<file path="src/rtl/nrmc_pkg.sv">
// ----------------------------------------------------------------------------
// nrmc_pkg
// Types and constants shared by the RMC sentence parser modules.
// ----------------------------------------------------------------------------
package nrmc_pkg;

    localparam logic [1:0] ST_OK       = 2'd0;
    localparam logic [1:0] ST_CHECKSUM = 2'd1;
    localparam logic [1:0] ST_LENGTH   = 2'd2;
    localparam logic [1:0] ST_NOFIX    = 2'd3;

    localparam logic [1:0] REG_ZONE    = 2'd0;
    localparam logic [1:0] REG_MIN_LEN = 2'd1;
    localparam logic [1:0] REG_MAX_LEN = 2'd2;

    localparam logic [7:0] CH_COMMA = 8'h2C;
    localparam logic [7:0] CH_A     = 8'h41;
    localparam logic [7:0] CH_S     = 8'h53;
    localparam logic [7:0] CH_W     = 8'h57;
    localparam logic [7:0] CH_ZERO  = 8'h30;

    typedef struct packed {
        logic [7:0] char_in;
        logic       end_of_sentence;
    } in_item_t;

    typedef struct packed {
        logic [1:0]  status;
        logic [4:0]  hour;
        logic [5:0]  minute;
        logic [5:0]  second;
        logic [4:0]  day;
        logic [3:0]  month;
        logic [6:0]  year;
        logic [6:0]  lat_degrees;
        logic [19:0] lat_minutes;
        logic [9:0]  lon_degrees;
        logic [19:0] lon_minutes;
        logic [1:0]  hemispheres;
    } out_item_t;

    // Classified byte handed from the front end to the back end.
    typedef struct packed {
        logic [7:0] char_in;
        logic       end_of_sentence;
        logic       is_comma;
        logic [3:0] digit;
        logic [4:0] hex;
    } cls_item_t;

    function automatic logic [4:0] hex_of(input logic [7:0] c);
        logic [4:0] r;
        r = 5'd16;
        if (c >= 8'h30 && c <= 8'h39) r = 5'(c - 8'h30);
        else if (c >= 8'h41 && c <= 8'h46) r = 5'(c - 8'h37);
        else if (c >= 8'h61 && c <= 8'h66) r = 5'(c - 8'h57);
        return r;
    endfunction

endpackage

</file>
<file path="src/rtl/nrmc_if.sv">
// ----------------------------------------------------------------------------
// nrmc_if
// Valid/ready channel carrying one payload of a given type.
// ----------------------------------------------------------------------------
interface nrmc_if #(parameter type T = logic);
    logic valid;
    logic ready;
    T     data;

    modport source (output valid, output data, input ready);
    modport sink   (input valid, input data, output ready);
endinterface

</file>
<file path="src/rtl/nrmc_cfg_if.sv">
// ----------------------------------------------------------------------------
// nrmc_cfg_if
// Configuration write channel: register index and write data.
// ----------------------------------------------------------------------------
interface nrmc_cfg_if;
    logic       valid;
    logic       ready;
    logic [1:0] index;
    logic [7:0] data;

    modport source (output valid, output index, output data, input ready);
    modport sink   (input valid, input index, input data, output ready);
endinterface

</file>
<file path="src/rtl/nrmc_front.sv">
// ----------------------------------------------------------------------------
// nrmc_front
// Accepts bytes, classifies them and pushes them into a two-entry queue.
// ----------------------------------------------------------------------------
module nrmc_front
(
    input  logic                 clk,
    input  logic                 rst_n,
    nrmc_if.sink                 in_ch,
    input  logic                 pop,
    output logic                 q_valid,
    output nrmc_pkg::cls_item_t  q_data
);

    nrmc_pkg::cls_item_t mem_reg [2];
    logic       wr_ptr_reg, rd_ptr_reg;
    logic [1:0] cnt_reg;
    logic       push;
    nrmc_pkg::cls_item_t cls;

    always_comb
    begin
        cls.char_in         = in_ch.data.char_in;
        cls.end_of_sentence = in_ch.data.end_of_sentence;
        cls.is_comma        = (in_ch.data.char_in == nrmc_pkg::CH_COMMA);
        cls.hex             = nrmc_pkg::hex_of(in_ch.data.char_in);
        cls.digit           = (in_ch.data.char_in >= 8'h30 && in_ch.data.char_in <= 8'h39)
                              ? cls.hex[3:0] : 4'd0;
    end

    assign in_ch.ready = (cnt_reg != 2'd2);
    assign push        = in_ch.valid && in_ch.ready;
    assign q_valid     = (cnt_reg != 2'd0);
    assign q_data      = mem_reg[rd_ptr_reg];

    always_ff @(posedge clk)
    begin
        if (push)
        begin
            mem_reg[wr_ptr_reg] <= cls;
        end
    end

    always_ff @(posedge clk or negedge rst_n)
    begin
        if (!rst_n)
        begin
            wr_ptr_reg <= 1'b0;
            rd_ptr_reg <= 1'b0;
            cnt_reg    <= 2'd0;
        end
        else
        begin
            if (push) wr_ptr_reg <= ~wr_ptr_reg;
            if (pop)  rd_ptr_reg <= ~rd_ptr_reg;
            cnt_reg <= 2'(cnt_reg + {1'b0, push} - {1'b0, pop});
        end
    end

endmodule

</file>
<file path="src/rtl/nrmc_back.sv">
// ----------------------------------------------------------------------------
// nrmc_back
// Field decoder: updates sentence state per byte and forms the result.
// ----------------------------------------------------------------------------
module nrmc_back
(
    input  logic                 clk,
    input  logic                 rst_n,
    input  logic                 q_valid,
    input  nrmc_pkg::cls_item_t  q_data,
    output logic                 pop,
    input  logic [4:0]           zone,
    input  logic [7:0]           min_len,
    input  logic [7:0]           max_len,
    nrmc_if.source               out_ch
);

    logic [7:0]  x0_reg, x1_reg, x2_reg, last_reg;
    logic [7:0]  cnt_reg;
    logic [3:0]  fld_reg, pos_reg;
    logic [4:0]  h_reg;
    logic [5:0]  m_reg, s_reg;
    logic        fix_reg;
    logic [19:0] acc_reg [4];
    logic [1:0]  hem_reg;
    logic [6:0]  dt_reg [3];
    logic        ov_reg;
    nrmc_pkg::out_item_t od_reg;

    logic [7:0]  cnt_sat;
    logic [3:0]  d;
    logic [4:0]  hi, lo;
    logic [1:0]  st;
    logic [5:0]  hsum;
    logic [4:0]  hloc;
    logic [19:0] w0, w1, w2, w3;
    logic [6:0]  d10;
    nrmc_pkg::out_item_t res;

    assign pop = q_valid && (!ov_reg || out_ch.ready);
    assign out_ch.valid = ov_reg;
    assign out_ch.data  = od_reg;
    assign d       = q_data.digit;
    assign d10     = 7'(d) * 7'd10;
    assign cnt_sat = (cnt_reg == 8'hFF) ? cnt_reg : 8'(cnt_reg + 8'd1);
    assign hi      = nrmc_pkg::hex_of(last_reg);
    assign lo      = q_data.hex;
    assign hsum    = 6'(h_reg) + 6'(zone);
    assign hloc    = (hsum >= 6'd48) ? 5'(hsum - 6'd48)
                   : (hsum >= 6'd24) ? 5'(hsum - 6'd24) : hsum[4:0];

    always_comb
    begin
        w0 = 20'd0; w1 = 20'd0; w2 = 20'd0; w3 = 20'd0;
        case (pos_reg)
            4'd0: begin w0 = 20'd10; w2 = 20'd100; end
            4'd1: begin w0 = 20'd1;  w2 = 20'd10; end
            4'd2: begin w1 = 20'd100000; w2 = 20'd1; end
            4'd3: begin w1 = 20'd10000; w3 = 20'd100000; end
            4'd4: w3 = 20'd10000;
            4'd5: w1 = 20'd1000;
            4'd6: begin w1 = 20'd100; w3 = 20'd1000; end
            4'd7: begin w1 = 20'd10; w3 = 20'd100; end
            4'd8: begin w1 = 20'd1; w3 = 20'd10; end
            4'd9: w3 = 20'd1;
            default: ;
        endcase
    end

    always_comb
    begin
        if (hi[4] || lo[4] || {hi[3:0], lo[3:0]} != x2_reg) st = nrmc_pkg::ST_CHECKSUM;
        else if (cnt_sat < min_len || cnt_sat > max_len) st = nrmc_pkg::ST_LENGTH;
        else if (!fix_reg) st = nrmc_pkg::ST_NOFIX;
        else st = nrmc_pkg::ST_OK;
        res = '0;
        res.status = st;
        if (st == nrmc_pkg::ST_OK)
        begin
            res.hour        = hloc;
            res.minute      = m_reg;
            res.second      = s_reg;
            res.day         = (dt_reg[0] > 7'd31) ? 5'd31 : dt_reg[0][4:0];
            res.month       = (dt_reg[1] > 7'd15) ? 4'd15 : dt_reg[1][3:0];
            res.year        = dt_reg[2];
            res.lat_degrees = acc_reg[0][6:0];
            res.lat_minutes = acc_reg[1];
            res.lon_degrees = acc_reg[2][9:0];
            res.lon_minutes = acc_reg[3];
            res.hemispheres = hem_reg;
        end
    end

    always_ff @(posedge clk)
    begin
        if (pop && q_data.end_of_sentence)
        begin
            od_reg <= res;
        end
    end

    always_ff @(posedge clk or negedge rst_n)
    begin
        if (!rst_n)
        begin
            ov_reg <= 1'b0;
            x0_reg <= '0; x1_reg <= '0; x2_reg <= '0; last_reg <= '0;
            cnt_reg <= '0; fld_reg <= '0; pos_reg <= '0;
            h_reg <= '0; m_reg <= '0; s_reg <= '0; fix_reg <= 1'b0; hem_reg <= '0;
            for (int i = 0; i < 4; i++) acc_reg[i] <= '0;
            for (int i = 0; i < 3; i++) dt_reg[i] <= '0;
        end
        else
        begin
            ov_reg <= (pop && q_data.end_of_sentence) || (ov_reg && !out_ch.ready);
            if (pop && q_data.end_of_sentence)
            begin
                x0_reg <= '0; x1_reg <= '0; x2_reg <= '0; last_reg <= '0;
                cnt_reg <= '0; fld_reg <= '0; pos_reg <= '0;
                h_reg <= '0; m_reg <= '0; s_reg <= '0; fix_reg <= 1'b0; hem_reg <= '0;
                for (int i = 0; i < 4; i++) acc_reg[i] <= '0;
                for (int i = 0; i < 3; i++) dt_reg[i] <= '0;
            end
            else if (pop)
            begin
                cnt_reg  <= cnt_sat;
                x2_reg   <= x1_reg;
                x1_reg   <= x0_reg;
                x0_reg   <= x0_reg ^ q_data.char_in;
                last_reg <= q_data.char_in;
                if (q_data.is_comma)
                begin
                    if (fld_reg != 4'd15) fld_reg <= 4'(fld_reg + 4'd1);
                    pos_reg <= '0;
                end
                else
                begin
                    if (pos_reg != 4'd15) pos_reg <= 4'(pos_reg + 4'd1);
                    case (fld_reg)
                        4'd1:
                        begin
                            case (pos_reg)
                                // Ten times the tens digit, reduced modulo 24.
                                4'd0: h_reg <= (d10 >= 7'd72) ? 5'(d10 - 7'd72)
                                             : (d10 >= 7'd48) ? 5'(d10 - 7'd48)
                                             : (d10 >= 7'd24) ? 5'(d10 - 7'd24) : d10[4:0];
                                4'd1: h_reg <= ((6'(h_reg) + 6'(d)) >= 6'd24)
                                             ? 5'(6'(h_reg) + 6'(d) - 6'd24)
                                             : 5'(h_reg + 5'(d));
                                4'd2: m_reg <= (d10 > 7'd63) ? 6'd63 : d10[5:0];
                                4'd3: m_reg <= ((7'(m_reg) + 7'(d)) > 7'd63) ? 6'd63
                                             : 6'(m_reg + 6'(d));
                                4'd4: s_reg <= (d10 > 7'd63) ? 6'd63 : d10[5:0];
                                4'd5: s_reg <= ((7'(s_reg) + 7'(d)) > 7'd63) ? 6'd63
                                             : 6'(s_reg + 6'(d));
                                default: ;
                            endcase
                        end
                        4'd2: if (pos_reg == 4'd0) fix_reg <= (q_data.char_in == nrmc_pkg::CH_A);
                        4'd3:
                        begin
                            acc_reg[0] <= 20'(acc_reg[0] + w0 * 20'(d));
                            acc_reg[1] <= 20'(acc_reg[1] + w1 * 20'(d));
                        end
                        4'd4: if (pos_reg == 4'd0 && q_data.char_in == nrmc_pkg::CH_S)
                                  hem_reg[0] <= 1'b1;
                        4'd5:
                        begin
                            acc_reg[2] <= 20'(acc_reg[2] + w2 * 20'(d));
                            acc_reg[3] <= 20'(acc_reg[3] + w3 * 20'(d));
                        end
                        4'd6: if (pos_reg == 4'd0 && q_data.char_in == nrmc_pkg::CH_W)
                                  hem_reg[1] <= 1'b1;
                        4'd9:
                        begin
                            if (pos_reg < 4'd6)
                            begin
                                if (!pos_reg[0]) dt_reg[pos_reg[2:1]] <= d10;
                                else dt_reg[pos_reg[2:1]] <= 7'(dt_reg[pos_reg[2:1]] + 7'(d));
                            end
                        end
                        default: ;
                    endcase
                end
            end
        end
    end

endmodule

</file>
<file path="src/rtl/nmea_rmc_sentence_parser_unit.sv">
// A result is registered in the back end once its last byte, held first in the
// front-end queue, is popped. The unit takes one byte per cycle while no result
// waits for the sink; the back end decodes each byte as it is popped, and a
// two-entry queue decouples it from the input. While a result waits for the
// sink the back end stalls, and the queue fills its two entries before the input stalls.
// Reset clears all sentence state; registers return to 8, 60 and 80.
// ----------------------------------------------------------------------------
// nmea_rmc_sentence_parser_unit
// RMC sentence parser top level: configuration registers, front and back.
// ----------------------------------------------------------------------------
module nmea_rmc_sentence_parser_unit
(
    input  logic     clk,
    input  logic     rst_n,
    nrmc_cfg_if.sink cfg,
    nrmc_if.sink     in_ch,
    nrmc_if.source   out_ch
);

    logic [4:0] zone_reg;
    logic [7:0] min_reg, max_reg;
    logic       q_valid, pop;
    nrmc_pkg::cls_item_t q_data;

    assign cfg.ready = 1'b1;

    always_ff @(posedge clk or negedge rst_n)
    begin
        if (!rst_n)
        begin
            zone_reg <= 5'd8;
            min_reg  <= 8'd60;
            max_reg  <= 8'd80;
        end
        else if (cfg.valid)
        begin
            case (cfg.index)
                nrmc_pkg::REG_ZONE:    zone_reg <= cfg.data[4:0];
                nrmc_pkg::REG_MIN_LEN: min_reg  <= cfg.data;
                nrmc_pkg::REG_MAX_LEN: max_reg  <= cfg.data;
                default: ;
            endcase
        end
    end

    nrmc_front u_front
    (
        .clk     (clk),
        .rst_n   (rst_n),
        .in_ch   (in_ch),
        .pop     (pop),
        .q_valid (q_valid),
        .q_data  (q_data)
    );

    nrmc_back u_back
    (
        .clk     (clk),
        .rst_n   (rst_n),
        .q_valid (q_valid),
        .q_data  (q_data),
        .pop     (pop),
        .zone    (zone_reg),
        .min_len (min_reg),
        .max_len (max_reg),
        .out_ch  (out_ch)
    );

endmodule

</file>
<file path="src/flat_wrapper.sv">
// flat-port wrapper written by rule: the top's interface ports become plain ports
module nmea_rmc_sentence_parser_unit_flat 
  (clk, rst_n, cfg_valid, cfg_index, cfg_data, cfg_ready, in_ch_valid, in_ch_data, in_ch_ready, out_ch_valid, out_ch_data, out_ch_ready);
  nrmc_cfg_if cfg_i ();
  nrmc_if #(.T(nrmc_pkg::in_item_t)) in_ch_i ();
  nrmc_if #(.T(nrmc_pkg::out_item_t)) out_ch_i ();
  input  logic clk;
  input  logic rst_n;
  input wire logic [$bits(cfg_i.valid)-1:0] cfg_valid;
  input wire logic [$bits(cfg_i.index)-1:0] cfg_index;
  input wire logic [$bits(cfg_i.data)-1:0] cfg_data;
  output wire logic [$bits(cfg_i.ready)-1:0] cfg_ready;
  input wire logic [$bits(in_ch_i.valid)-1:0] in_ch_valid;
  input wire logic [$bits(in_ch_i.data)-1:0] in_ch_data;
  output wire logic [$bits(in_ch_i.ready)-1:0] in_ch_ready;
  output wire logic [$bits(out_ch_i.valid)-1:0] out_ch_valid;
  output wire logic [$bits(out_ch_i.data)-1:0] out_ch_data;
  input wire logic [$bits(out_ch_i.ready)-1:0] out_ch_ready;
  assign cfg_i.valid = cfg_valid;
  assign cfg_i.index = cfg_index;
  assign cfg_i.data = cfg_data;
  assign cfg_ready = cfg_i.ready;
  assign in_ch_i.valid = in_ch_valid;
  assign in_ch_i.data = in_ch_data;
  assign in_ch_ready = in_ch_i.ready;
  assign out_ch_valid = out_ch_i.valid;
  assign out_ch_data = out_ch_i.data;
  assign out_ch_i.ready = out_ch_ready;
  nmea_rmc_sentence_parser_unit u_core (.clk(clk), .rst_n(rst_n), .cfg(cfg_i), .in_ch(in_ch_i), .out_ch(out_ch_i));
endmodule
</file>
<file path="config.mk">
export PLATFORM = sky130hd
export DESIGN_NAME = nmea_rmc_sentence_parser_unit_flat
export DESIGN_NICKNAME = d
export VERILOG_FILES = /design/src/rtl/nrmc_pkg.sv /design/src/rtl/nrmc_if.sv /design/src/rtl/nrmc_cfg_if.sv /design/src/rtl/nrmc_front.sv /design/src/rtl/nrmc_back.sv /design/src/rtl/nmea_rmc_sentence_parser_unit.sv /design/src/flat_wrapper.sv
export SDC_FILE = /design/constraint.sdc
export NUM_CORES = 1
export LEC_CHECK = 0
export CORE_MARGIN = 8
export CORE_UTILIZATION = 59
export DETAILED_ROUTE_END_ITERATION = 8
export DONT_BUFFER_PORTS = 1
export GPL_TIMING_DRIVEN = 0
export PLACE_DENSITY = 0.9
export SLEW_MARGIN = 10
export SYNTH_ARGS = -nofsm -noshare
export SYNTH_HDL_FRONTEND = slang
export SYNTH_SLANG_ARGS = --single-unit
</file>
<file path="constraint.sdc">
create_clock -name clk -period 5.6 [get_ports clk]
set_clock_uncertainty 0.05 [all_clocks]
set_input_delay 0.56 -clock clk [delete_from_list [all_inputs] [get_ports clk]]
set_output_delay 0.56 -clock clk [all_outputs]
set_load 0.02 [all_outputs]
</file>
Word-level counts from Yosys, hierarchy flattened --
Memories as Yosys holds them, arrays and structs flattened. Index checks and enable logic that the tools add are counted.
Storage, ports and cells: bits in registers 289, bits in latches 0, memory bits (writable) 38, ROM bits 0, output and inout port bits 97, word-level logic and storage cells 281, memories 1
Memory list:
- u_core.u_front.mem_reg | depth 2, bits a word 19, read ports 1, clocked after Yosys merged registers in 0, wr ports 1, RTL line nrmc_front.sv:15 | nrmc_pkg::cls_item_t mem_reg [2];
Cells by class: $add $sub $neg 29, $mul 5, div/mod/pow operators 0, magnitude comparators 28, eq/ne operators 28, shifts and indexed selects 0, muxes and demuxes 91, bitwise logic cells 4, reduce and logical (&&, ||, !) cells 56
Operators with widths (count):
- $mux 80 | 3
- $pmux 17 s6 | 2
- $mux 21 | 6
- $mux 8 | 11
- $mux 5 | 17
- $add 20x20->20 | 4
- $mul 20x4->20 | 4
- $mux 40 | 2
- $mux 6 | 11
- $sub 5x5->5 const B | 11
- $bwmux 21 | 2
- $mux 4 | 10
- $ge 8x7->1 const B | 4
- $le 8x7->1 const B | 4
- $reduce_bool 2->1 | 15
- $eq 4x3->1 const B | 7
- $reduce_and 4->1 | 7
- $eq 8x7->1 const B | 3
- $pmux 6 s2 | 2
- $gt 7x6->1 const B | 3
- $mux 7 | 3
- $pmux 7 s3 | 1
- $eq 4x2->1 const B | 4
- $ge 8x6->1 const B | 2
- 51 further kinds | 103

Depth between registers and ports, before layout --
depth after elaboration 12, depth in mapped cells 21, mapped depth without buffers 19

Cells and area by module --
From an unflattened synthesis, not the netlist that was laid out.
Unflattened totals: cell total of the unflattened synthesis 2095, area, all modules 20776.2 um^2
By module, submodules not included:
- nrmc_back | instances 1, cells each 1934, area an instance 18113.6 um^2, sequential area each 6501.2 um^2
- nrmc_front | instances 1, cells each 114, area an instance 1839.3 um^2, sequential area each 1241.2 um^2
- nmea_rmc_sentence_parser_unit | instances 1, cells each 47, area an instance 823.3 um^2, sequential area each 534.3 um^2

Worst setup path after synthesis --
OpenSTA, ideal clock, no wires.
path type reg2reg, start register u_core.u_front.rd_ptr_reg, end register u_core.u_back.acc_reg[18] in the netlist's numbering, arrival 5.282 ns, data required time 5.424 ns, path slack 0.142 ns, stages on the path, launching flop included 21, path buffers 5, clock period less this slack 5.458 ns, cells stage by stage dfrtp_1 > buf_6 > buf_6 > buf_2 > mux2i_1 > clkbuf_1 > clkbuf_1 > nor2_1 > ha_1 > ha_1 > inv_1 > fa_1 > inv_1 > ha_1 > a211oi_1 > nor2_1 > o31a_1 > a221o_1 > a311oi_1 > mux2_2 > a221o_1
On the way: cells in the longest elaborated chain, start to end 7
RTL lines:
- start, declared | RTL line nrmc_front.sv:16 | logic wr_ptr_reg, rd_ptr_reg;
- start signal, assigned | RTL line nrmc_front.sv:55 | if (pop) rd_ptr_reg <= ~rd_ptr_reg;
- $mem_v2 2x19 *
- $mul 20x4->20 | RTL line nrmc_back.sv:170 | acc_reg[3] <= 20'(acc_reg[3] + w3 * 20'(d));
- $add 20x20->20 | RTL line nrmc_back.sv:170
- $mux 40 | RTL line nrmc_back.sv:139 | case (fld_reg)
- $mux 80 | RTL line nrmc_back.sv:131 | if (q_data.is_comma)
- $mux 80 | RTL line nrmc_back.sv:124 | else if (pop)
- $mux 80 | RTL line nrmc_back.sv:116 | if (pop && q_data.end_of_sentence)
- end, declared | RTL line nrmc_back.sv:24 | logic [19:0] acc_reg [4];
Mark *: on every way between the ends. The rest lies on a longest branch, timed or not. The select of a mux whose other input is x is not followed. A chain may end at the register's enable or synchronous reset.

Worst setup path in the final report --
Ends and elaborated chain as after synthesis.

==> impl_results.md <==
- Finished Cell Area: 0.0225 mm^2
- Ys async rst share: 56.6%
- Final setup viols: 0
- Rows: approximately 70
- Yosys top cell by area: dfrtp_1
- FF-to-FF path depth: 17
- Max-cap viol count: 0
- CTS Buffer Depth: 3
- Clock Pin Slew Worst Setup and Hold Paths: 0.06 ns
- Leak: 10.7 nW
- Commonest cells post-synth: inv_1, dfrtp_1, ha_1, nor2_1, edfxtp_1
- CP max stage delay: 0.55 ns
- Slowest CP cell: fa_1
- Initial DRC Count: 1379
- Area growth from synthesis to layout: 10.0%
- Clk pwr share: 23.8%
- Worst hold slack: 0.00520 ns
- Placer Congestion: roughly 0.94
- H-tree levels: 2
- Primary FF master, synth: dfrtp_1
- Sequential area share after synthesis: 40.5%
- Post-Synthesis Cells: approximately 2000
- DP Cell Count: 2474
- Reg2Reg Launch Point: u_core.u_front.rd_ptr_reg$_DFFE_PN0P_
- Crit path launch type: flop
- Met1 usage: between 30% and 40%
- Ys Warns: 0
- Vias: 15489
- Routed vias/inst: around 6.1
- Final std cells w/o fill: 2539
- CTS tree: done
- WL per Instance: 20.6 um
- Die W: 202 um
- WS Path Type: reg2reg
- Num ports: 121
- Initial antenna violation count: 1
- Clock Root Buffer: clkbuf_16
- Clk_lat worst skew: 0.54 ns
- Critical Path End: u_core.u_back.acc_reg[18]$_DFFE_PN0P_
- Combinational Power Share: 40.6%
- Fmax: 184 MHz
- Worst Path Arrival: between 5 and 6 ns
- Placed cell areas: 0.0211 mm^2
- Int Pwr: 5.77 mW
- Most frequent CP cell: fa_1
- Hpwl dp: 38700 um
- CP required: 5.95 ns
- CP cell instances: buf_6 > buf_12 > mux2i_4 > inv_2 > nand3_1 > fa_1 > fa_1 > fa_1 > inv_1 > ha_1 > o21ai_0 > nor2_1 > o31a_1 > a221o_1 > a311oi_2 > mux2_2 > a221o_1
- CP endpoint kind: flop
- TNS Setup: 0 ns
- Core area: about 0.034 mm^2
- Ant diodes: 0
- CTS Buf Count: 35
- Largest net degree at the start of global routing: 173
- Worst slew margin: approximately a quarter
- CP Max Fanout: 19
- Sw frac: 41.9%
- PwrDens: 441 mW/mm^2
- EDFF count, synth: 132
- Die Y: 202 um
- VDD IR max: 0.000255 V
- Drt drc: 0
- Worst Setup SP: u_core.u_front.rd_ptr_reg$_DFFE_PN0P_
- Tmin final: between 5 and 6 ns
- Worst reg-to-reg setup slack: 0.16 ns
- Outcome: finished, final reports clean
- Worst Tran Pin Value: 1.12 ns
- Antenna Nets Post-Route: 0
- Synthesized area: roughly 0.020 mm^2
- Mean post-synth cell area: 10.1 um^2
- Max-slew violations: 0
- Met2 usage: 43.2%
- Sw power: 4.16 mW
- Share of power burned in registers: 35.6%
- Met3 Resource Use GR: 5.19%
- Synthesized flop and latch total: 304
- First-pass GRT wire length: 84000 um
- Fin util: 65.5%
- Busiest grt layer: met2
- CTS Sinks: slightly above 300
- IO Port Bufs: 0
- Share of cells above drive strength 1: around 8.4%
- Max reg flops: 94
- Stages on worst setup path: 17
- Crit share post-route: approximately 97%
- Largest cells by area after synthesis: dfrtp_1, edfxtp_1, ha_1
- All-Layer GR Usage: around 25%
- Top cell type's share of synthesized area: around a fifth
- Worst path buffer plus inverter count: 4
- Final nets: 2341
- Final WL: 52200 um
- Die area: between 0.04 and 0.05 mm^2
- Reg-to-Reg End: u_core.u_back.acc_reg[18]$_DFFE_PN0P_
- Syn_nets: 2300
- Distinct cells, synth: 78
- GRT Residual Overflow: 0
- CP top delay family: adder cells
- Initial core utilization: 59.5%
- Min-delay worst type: in2async
- Most frequent cell after synthesis: inv_1
- DRT Pass-1 Iters: 5
- Hold Fails Final Rpt: 0
- Vias in the first global route: between 15000 and 20000
worst reg2reg max path, cell delays in order, from the launching register on:
cell      delay, ns
dfrtp_1        0.38
buf_6          0.15
buf_12         0.16
mux2i_4        0.21
inv_2          0.25
nand3_1        0.19
fa_1           0.53
fa_1           0.53
fa_1           0.55
inv_1          0.04
ha_1           0.34
o21ai_0        0.19
nor2_1         0.10
o31a_1         0.29
a221o_1        0.38
a311oi_2       0.33
mux2_2         0.37
a221o_1        0.26
metal layers:
| metal | routed length (um) | part of all wire [%] |
|---|---|---|
| met5 | 13 | 0.025 |
| met2 | 25500 | 49 |
| met3 | 4030 | 7.7 |
| met4 | 2400 | 4.6 |
| met1 | 20200 | 39 |
area by class of cell:
| cell class | count | area, um^2 |
|---|---|---|
| buffer | 73 | 423 |
| clock buffer | 45 | 933 |
| clock inverter | 18 | 249 |
| fill | 2558 | 11900 |
| inverter | 288 | 1090 |
| multi-input combinational | 1345 | 10800 |
| sequential | 304 | 8280 |
| tap | 455 | 569 |
| timing repair buffer | 11 | 126 |
layout by cell type (no fill, tap or decap), types with 32 or more instances in the layout:
| master | n |
|---|---|
| a21o_1 | 39 |
| a21oi_1 | 95 |
| a22o_1 | 32 |
| and3_1 | 91 |
| clkbuf_1 | 49 |
| clkbuf_16 | 35 |
| dfrtp_1 | 162 |
| edfxtp_1 | 132 |
| fa_1 | 94 |
| ha_1 | 160 |
| inv_1 | 280 |
| mux2i_1 | 35 |
| nand2_1 | 109 |
| nor2_1 | 153 |
| o21ai_0 | 101 |
| xnor2_1 | 42 |
| xor2_1 | 36 |
through the flow:
stage | total power [mW] | setup WS, ns
final | 9.93 | 0.164
after global routing | 10.5 | -0.0545
after CTS | 9.84 | -0.0490
after detailed placement | 7.35 | -1.48
after global placement | 7.12 | -1.33
after floorplan | 6.24 | 0.142
logic make-up after synthesis:
logic type                 count (synthesis)  share of synthesized area (%)
DFF                                      304                           40.5
xor gates and xnor gates                  78                           3.34
muxes                                     66                           3.41
other                                      1                         0.0183
AOI/OAI and AO/OA                        419                           13.5
adders and majority gates                259                           19.3
and+or+nand+nor                          522                           12.7
buffers and inverters                    368                           7.30
power by group through the flow:
stage | Combinational, mW | Sequential, mW | Clock (mW)
after CTS | 3.92 | 3.54 | 2.39
after global routing | 4.44 | 3.58 | 2.47
after global placement | 3.54 | 3.58 | 0
after detailed placement | 3.78 | 3.57 | 0
after floorplan | 2.77 | 3.48 | 0
final | 4.03 | 3.53 | 2.36
worst min path at each step:
stage	start	to	slack, ns	depth (start not counted)
final	rst_n	u_core.max_reg[5]$_DFFE_PN0P_	0.005	1
after global routing	in_ch_data[6]	u_core.u_front.mem_reg[1][16]$_DFFE_PP_	0.05	0
after CTS	in_ch_data[6]	u_core.u_front.mem_reg[1][16]$_DFFE_PP_	0.05	0
after detailed placement	rst_n	u_core.max_reg[5]$_DFFE_PN0P_	0.22	0
after global placement	rst_n	u_core.max_reg[5]$_DFFE_PN0P_	0.22	0
after floorplan	rst_n	u_core.max_reg[0]$_DFFE_PN0P_	0.21	0
repair_timing:
action / 4_1_cts / 5_1_grt
setup endpoints to repair: 37 / 19
endpoints found under the hold margin: 172 / 0
pin swaps: 0 / 2
hold buffers: 1 / 0
buffers inserted: 4 / 4
gates resized for setup: 28 / 37
Note: power is estimated with default switching activity, not from simulation.
